## src/rtl/core/wirms_pkg.sv

```systemverilog
// Shared types and constants for the windowed integer RMS block.
package wirms_pkg;

  // Sample width in use and the widths that follow from it
  localparam int SAMPLE_BITS = 16;
  localparam int IN_BITS     = (SAMPLE_BITS < 16) ? SAMPLE_BITS : 16;
  localparam int LEN_BITS    = 8;
  localparam int SUM_BITS    = 2 * SAMPLE_BITS + LEN_BITS;
  localparam int SQ_BITS     = 2 * IN_BITS;
  localparam int ROOT_BITS   = SUM_BITS / 2;
  localparam int OUT_BITS    = 16;
  localparam int DIV_STEPS   = SUM_BITS;
  localparam int ROOT_STEPS  = ROOT_BITS;
  localparam int STEP_BITS   = $clog2(DIV_STEPS);

  localparam logic [LEN_BITS-1:0] LEN_RESET = LEN_BITS'(16);

  typedef enum logic [2:0] {
    ST_IDLE,
    ST_DIV,
    ST_ROOT_INIT,
    ST_ROOT,
    ST_FINISH
  } state_t;

  // Controller to datapath
  typedef struct packed {
    logic accum;
    logic div_step;
    logic root_load;
    logic root_step;
    logic out_load;
  } dp_cmd_t;

  // Datapath to controller
  typedef struct packed {
    logic close;
    logic out_full;
  } dp_status_t;

endpackage

```

## src/rtl/core/wirms_dp.sv

```systemverilog
// Datapath: square-and-accumulate, serial divider, serial square root, output register.
module wirms_dp (
  input  logic                                 clk,
  input  logic                                 rst,
  input  logic                                 cfg_we,
  input  logic [wirms_pkg::LEN_BITS-1:0]       cfg_wdata,
  input  logic [15:0]                          sample,
  input  wirms_pkg::dp_cmd_t                   cmd,
  output wirms_pkg::dp_status_t                status,
  input  logic                                 out_tready,
  output logic                                 out_tvalid,
  output logic [wirms_pkg::OUT_BITS-1:0]       out_data
);

  localparam int IN_BITS   = wirms_pkg::IN_BITS;
  localparam int SQ_BITS   = wirms_pkg::SQ_BITS;
  localparam int SUM_BITS  = wirms_pkg::SUM_BITS;
  localparam int LEN_BITS  = wirms_pkg::LEN_BITS;
  localparam int ROOT_BITS = wirms_pkg::ROOT_BITS;
  localparam int REM_W     = ROOT_BITS + 2;
  localparam int TRY_W     = ROOT_BITS + 4;

  logic [LEN_BITS-1:0] window_length;
  logic [SUM_BITS-1:0] square_sum;
  logic [LEN_BITS-1:0] sample_count;

  logic [LEN_BITS-1:0] len_eff;
  logic [IN_BITS-1:0]  s;
  logic [SQ_BITS-1:0]  sq;
  logic [SUM_BITS-1:0] sum_next;
  logic [LEN_BITS-1:0] count_next;

  // divider state: quotient shifts in where the dividend shifts out
  logic [SUM_BITS-1:0] quo;
  logic [LEN_BITS-1:0] div_rem;
  logic [LEN_BITS-1:0] divisor;
  logic [LEN_BITS:0]   div_try;
  logic                div_bit;

  // root state; the mean can use the full sum width when the length is lowered
  logic [SUM_BITS-1:0]  rad;
  logic [REM_W-1:0]     root_rem;
  logic [ROOT_BITS-1:0] root;
  logic [TRY_W-1:0]     root_try;
  logic [TRY_W-1:0]     root_trial;
  logic                 root_bit;

  // Configuration register
  always_ff @(posedge clk) begin
    if (rst) begin
      window_length <= wirms_pkg::LEN_RESET;
    end else if (cfg_we) begin
      window_length <= cfg_wdata;
    end
  end

  // Square and accumulate; a zero length counts as one
  assign len_eff    = (window_length == '0) ? LEN_BITS'(1) : window_length;
  assign s          = sample[IN_BITS-1:0];
  assign sq         = s * s;
  assign sum_next   = square_sum + SUM_BITS'(sq);
  assign count_next = sample_count + LEN_BITS'(1);
  assign status.close = (count_next >= len_eff);

  always_ff @(posedge clk) begin
    if (rst) begin
      square_sum   <= '0;
      sample_count <= '0;
    end else if (cmd.accum) begin
      if (status.close) begin
        square_sum   <= '0;
        sample_count <= '0;
      end else begin
        square_sum   <= sum_next;
        sample_count <= count_next;
      end
    end
  end

  // Restoring divide, one quotient bit a cycle
  assign div_try = {div_rem, quo[SUM_BITS-1]};
  assign div_bit = (div_try >= {1'b0, divisor});

  always_ff @(posedge clk) begin
    if (cmd.accum && status.close) begin
      quo     <= sum_next;
      div_rem <= '0;
      divisor <= len_eff;
    end else if (cmd.div_step) begin
      quo <= {quo[SUM_BITS-2:0], div_bit};
      if (div_bit) begin
        div_rem <= LEN_BITS'(div_try - {1'b0, divisor});
      end else begin
        div_rem <= div_try[LEN_BITS-1:0];
      end
    end
  end

  // Digit-by-digit square root, one root bit a cycle
  assign root_try   = {root_rem, rad[SUM_BITS-1 -: 2]};
  assign root_trial = {2'b00, root, 2'b01};
  assign root_bit   = (root_try >= root_trial);

  always_ff @(posedge clk) begin
    if (cmd.root_load) begin
      rad      <= quo;
      root_rem <= '0;
      root     <= '0;
    end else if (cmd.root_step) begin
      rad  <= {rad[SUM_BITS-3:0], 2'b00};
      root <= {root[ROOT_BITS-2:0], root_bit};
      if (root_bit) begin
        root_rem <= REM_W'(root_try - root_trial);
      end else begin
        root_rem <= root_try[REM_W-1:0];
      end
    end
  end

  // Output register
  always_ff @(posedge clk) begin
    if (rst) begin
      out_tvalid <= 1'b0;
    end else if (cmd.out_load) begin
      out_tvalid <= 1'b1;
    end else if (out_tready) begin
      out_tvalid <= 1'b0;
    end
  end

  // low bits of the root only
  always_ff @(posedge clk) begin
    if (cmd.out_load) begin
      out_data <= wirms_pkg::OUT_BITS'(root);
    end
  end

  assign status.out_full = out_tvalid;

endmodule

```

## src/rtl/core/wirms_ctrl.sv

```systemverilog
// Controller: sequences accumulate, divide, root and result hand-off.
module wirms_ctrl (
  input  logic                  clk,
  input  logic                  rst,
  input  logic                  in_tvalid,
  output logic                  in_tready,
  input  logic                  out_tready,
  input  wirms_pkg::dp_status_t status,
  output wirms_pkg::dp_cmd_t    cmd
);

  localparam int STEP_BITS = wirms_pkg::STEP_BITS;

  wirms_pkg::state_t state, state_next;
  logic [STEP_BITS-1:0] step, step_next;
  logic accept;

  assign in_tready = (state == wirms_pkg::ST_IDLE);
  assign accept    = in_tvalid && in_tready;

  // State and step counter
  always_ff @(posedge clk) begin
    if (rst) begin
      state <= wirms_pkg::ST_IDLE;
      step  <= '0;
    end else begin
      state <= state_next;
      step  <= step_next;
    end
  end

  // Next state
  always_comb begin
    state_next = state;
    step_next  = step;
    unique case (state)
      wirms_pkg::ST_IDLE: begin
        if (accept && status.close) begin
          state_next = wirms_pkg::ST_DIV;
          step_next  = STEP_BITS'(wirms_pkg::DIV_STEPS - 1);
        end
      end
      wirms_pkg::ST_DIV: begin
        step_next = step - STEP_BITS'(1);
        if (step == '0) begin
          state_next = wirms_pkg::ST_ROOT_INIT;
        end
      end
      wirms_pkg::ST_ROOT_INIT: begin
        state_next = wirms_pkg::ST_ROOT;
        step_next  = STEP_BITS'(wirms_pkg::ROOT_STEPS - 1);
      end
      wirms_pkg::ST_ROOT: begin
        step_next = step - STEP_BITS'(1);
        if (step == '0) begin
          state_next = wirms_pkg::ST_FINISH;
        end
      end
      wirms_pkg::ST_FINISH: begin
        if (!status.out_full || out_tready) begin
          state_next = wirms_pkg::ST_IDLE;
        end
      end
      default: begin
        state_next = wirms_pkg::ST_IDLE;
      end
    endcase
  end

  // Commands
  always_comb begin
    cmd = '0;
    unique case (state)
      wirms_pkg::ST_IDLE:      cmd.accum     = accept;
      wirms_pkg::ST_DIV:       cmd.div_step  = 1'b1;
      wirms_pkg::ST_ROOT_INIT: cmd.root_load = 1'b1;
      wirms_pkg::ST_ROOT:      cmd.root_step = 1'b1;
      wirms_pkg::ST_FINISH:    cmd.out_load  = !status.out_full || out_tready;
      default:                 cmd = '0;
    endcase
  end

  // A result never overwrites one still waiting
  a_no_overwrite: assert property (@(posedge clk) disable iff (rst)
    cmd.out_load |-> (!status.out_full || out_tready))
    else $error("result loaded over a waiting beat");

  // Closing a window starts the divider
  a_close_div: assert property (@(posedge clk) disable iff (rst)
    (accept && status.close) |=> (state == wirms_pkg::ST_DIV))
    else $error("window close did not start the divide");

  // Divide runs its full count before the root starts
  a_div_len: assert property (@(posedge clk) disable iff (rst)
    (state == wirms_pkg::ST_DIV && step != '0) |=> (state == wirms_pkg::ST_DIV))
    else $error("divide cut short");

endmodule

```

## src/rtl/core/windowed_integer_rms.sv

```systemverilog
// Top level of the windowed integer RMS block.
// Squares each 16-bit unsigned sample into a 40-bit sum and, after window_length samples
// (zero counts as one), gives floor(sqrt(floor(sum / window_length))) as one output beat,
// then starts a new window. A sample that does not close a window leaves input ready for the
// next one. A sample that closes a window holds off input while the bit-serial divider runs,
// the root unit is loaded, the bit-serial square root runs over the full 40-bit mean and the
// result is handed to the output register, and for as long as the output register is still
// full. Writing window_length leaves the running sum and count alone; the new length applies
// from the next sample.
module windowed_integer_rms (
  input  logic        clk,
  input  logic        rst,
  input  logic        cfg_we,
  input  logic [7:0]  cfg_wdata,       // window_length
  input  logic        s_axis_tvalid,
  output logic        s_axis_tready,
  input  logic [15:0] s_axis_tdata,    // [15:0] sample
  output logic        m_axis_tvalid,
  input  logic        m_axis_tready,
  output logic [15:0] m_axis_tdata     // [15:0] rms_value
);

  wirms_pkg::dp_cmd_t    cmd;
  wirms_pkg::dp_status_t status;

  wirms_ctrl u_ctrl (
    .clk        (clk),
    .rst        (rst),
    .in_tvalid  (s_axis_tvalid),
    .in_tready  (s_axis_tready),
    .out_tready (m_axis_tready),
    .status     (status),
    .cmd        (cmd)
  );

  wirms_dp u_dp (
    .clk        (clk),
    .rst        (rst),
    .cfg_we     (cfg_we),
    .cfg_wdata  (cfg_wdata),
    .sample     (s_axis_tdata),
    .cmd        (cmd),
    .status     (status),
    .out_tready (m_axis_tready),
    .out_tvalid (m_axis_tvalid),
    .out_data   (m_axis_tdata)
  );

endmodule
```

## config.mk

```make
export PLATFORM = sky130hd
export DESIGN_NAME = windowed_integer_rms
export DESIGN_NICKNAME = d
export VERILOG_FILES = /design/src/rtl/core/wirms_pkg.sv /design/src/rtl/core/wirms_dp.sv /design/src/rtl/core/wirms_ctrl.sv /design/src/rtl/core/windowed_integer_rms.sv
export SDC_FILE = /design/constraint.sdc
export NUM_CORES = 1
export LEC_CHECK = 0
export ABC_CLOCK_PERIOD_IN_PS = 11600
export BUFFER_PORTS_ARGS = -buffer_cell sky130_fd_sc_hd__buf_2
export CAP_MARGIN = 20
export CORE_MARGIN = 5
export CORE_UTILIZATION = 55
export CTS_CLUSTER_SIZE = 25
export DETAILED_ROUTE_END_ITERATION = 8
export HOLD_SLACK_MARGIN = 0.12
export PLACE_DENSITY = 0.72
export SLEW_MARGIN = 40
export SYNTH_ARGS = -nofsm -noshare
export SYNTH_HDL_FRONTEND = slang
export SYNTH_HIERARCHICAL = 1
export SYNTH_SLANG_ARGS = --single-unit
```

## constraint.sdc

```tcl
create_clock -name clk -period 11.6 [get_ports clk]
set_clock_uncertainty 0.2 [all_clocks]
set_input_delay 2.32 -clock clk [delete_from_list [all_inputs] [get_ports clk]]
set_output_delay 2.32 -clock clk [all_outputs]
set_load 0.1 [all_outputs]
```

==> impl_metrics.toml <==
[yosys]
synth_cell_types = 74
yosys_warnings = 6
yosys.area.top_type = "fa_1"
ys_seq_area_share_pct = 28.5
synth-edff-count = 104
synth_top_area_share_pct = 20.4
ys_top_cells_by_area = "fa_1 20%, edfxtp_1 16%, dfxtp_1 12%"
syn-num-nets = 2424
avgSynthCellArea_um2 = 9.33
yosysMostFrequentCell = "inv_1"
synthCells = 2049
synth_common_cells = "406 x inv_1, 195 x fa_1, 184 x nand2_1, 151 x ha_1, 142 x nor2_1"
syn_area_mm2 = 0.0191
ys_ff_latch = 220
async_flop_share_pct = 0
synthFlopType = "dfxtp_1"

[cts]
h-tree-depth = 1
cts_tree = "built"
cts_sinks = 220
cts.path.max_buffers = 3
cts-root-buf = "clkbuf_16"
hold_buffers = 0
post_cts_buffers = 0
clk_pin_slew_ns = 0.06
ctsResizeCount = 0
cts_buffers = 22
clk_latency_ns = 0.51

[worst_setup_path]
endpoint_kind = "flop"
critPathRequiredTime_ns = 11.66
worstPathMaxFanout = 18
cp.arrival_ns = 8.63
path_class = "in2reg"
startpoint_type = "primary input"

[layout]
nets = 2425
area_growth_pct = 6.71
antenna_cells = 0
drive_above_1_share_pct = 7.94
postLayoutCoreUtil_pct = 59.2

[sta]
setup_tns_ns = 0
timing.final.ws_setup_ns = 3.03
slew_headroom_pct = 47.5
hold_viol = 0
maxSlewViolCount = 0
fmax_mhz = 117
fin_crit_sh_pct = 73.9
tightestPinTransition_ns = 0.788
setup-violations-final = 0
rsz0062_at_grt = "no"
post-route-min-period_ns = 8.57

[global_route]
grt_pass1_vias = 14000
grt_pass1_wl_um = 69100
antenna_found_initial = 0
gr-total-overflow = 0
grt_usage_pct = 21.1
grt_start_max_net_pins = 66

[drt]
wl_um = 40500
vias_per_cell = 5.40
drcViolationCount = 0
vias = 13600
drt_iter0_markers = 698
firstDrtPassIters = 8
detail-route-antenna-nets = 0
drt-wirelength-per-cell_um = 16.1

[die]
coreArea_mm2 = 0.0345
io_pins = 47
num_rows = 68
die_area_mm2 = 0.0386
die_w_um = 196
die_h_um = 196
start_util_pct = 55.5

[run]
maxCapViolCount = 0

[placed_design]
io_buffers = 46
routabilityCongestion = 0.936
pre_cts_slack_ns = 2.55
hpwl_um = 31300

[hold_path]
hold_path.class = "reg2reg"

[outcome]
status = "completed"
-- cells by family (layout without fill, tap and decap cells) --
family,after synthesis,count (layout),share of synthesized area (%)
adder cells (fa/ha/maj),346,346,30.3
AND/OR/NAND/NOR,515,515,12.6
AO/OA/AOI/OAI,327,327,11.1
flip-flops,220,220,28.5
multiplexers,87,87,4.87
XOR/XNOR,65,65,2.98
buffers and inverters,489,505,9.72
-- worst max-delay path: stages --
cell,delay (ns)
buf_2,0.32
inv_1,0.14
nor2_1,0.18
inv_1,0.09
fa_1,0.54
inv_1,0.06
fa_1,0.52
inv_1,0.05
fa_1,0.50
inv_1,0.05
fa_1,0.46
fa_1,0.55
inv_1,0.06
fa_1,0.52
inv_1,0.04
ha_1,0.34
nand3_1,0.12
nor2_1,0.07
a211oi_1,0.57
a21oi_4,0.18
a211o_1,0.31
o21ai_0,0.23
xnor2_1,0.12
mux2_2,0.27
-- final timing paths --
kind	to	startpoint	cells past startpoint	slack (ns)
setup / recovery	u_dp/quo[32]$_DFFE_PP_	s_axis_tdata[4]	24	3.03
hold / removal	u_dp/divisor[4]$_DFFE_PP_	u_dp/window_length[4]$_SDFFE_PP1P_	0	0.27
setup reg to reg	u_dp/quo[35]$_DFFE_PP_	u_dp/square_sum[8]$_SDFFE_PP0P_	16	6.05
hold reg to reg	u_dp/divisor[4]$_DFFE_PP_	u_dp/window_length[4]$_SDFFE_PP1P_	0	0.27
-- registers in the layout, indices dropped and copies added (netlist names) --
name and count:
u_dp/quo 40, u_dp/rad 40, u_dp/square_sum 40, u_dp/root_rem 22, u_dp/root 20, u_dp/out_data 16
u_dp/div_rem 8, u_dp/divisor 8, u_dp/sample_count 8, u_dp/window_length 8, u_ctrl/step 6, u_ctrl/state 3
u_dp/out_tvalid 1
-- placed cells by master, fill, tap and decap left out, types with 26 or more instances in the layout --
cell,count
dfxtp_1,116
edfxtp_1,104
nand2_1,184
nor2_1,141
a21o_1,29
fa_1,195
o21ai_0,56
nand3_1,36
mux2_2,48
a211oi_1,30
a21oi_1,108
mux2i_1,39
ha_1,151
inv_1,406
xnor2_1,39
buf_2,46
xor2_1,26
and2_1,45
-- through the flow --
stage	area [um^2]	hold slack, ns	std cells
2_1_floorplan	19100	0.225	2049
3_3_place_gp	19700	0.240	2479
3_5_place_dp	19700	0.256	2480
4_1_cts	20400	0.266	2519
5_1_grt	20400	0.290	2520
6_report	20400	0.268	2520
-- metal layers --
metal / GRT usage, % / part of all wire, % / up-vias
li1: - / - / 6664
met1: 30.1 / 47 / 6562
met2: 35.3 / 46 / 315
met3: 1.79 / 4.1 / 61
met4: 5.30 / 2.4 / 0
met5: 0 / 0 / -
-- final cells by class --
class	count	area, um^2
clock buffer	31	636
tap	455	569
multi-input combinational	1340	11900
clock inverter	8	43.8
sequential	220	5450
inverter	409	1540
timing repair buffer	57	320
fill	3008	14100
Power is left out: the tool's default activity adds up to more than one toggle a clock period on the data nets, which glitch-free logic cannot reach.
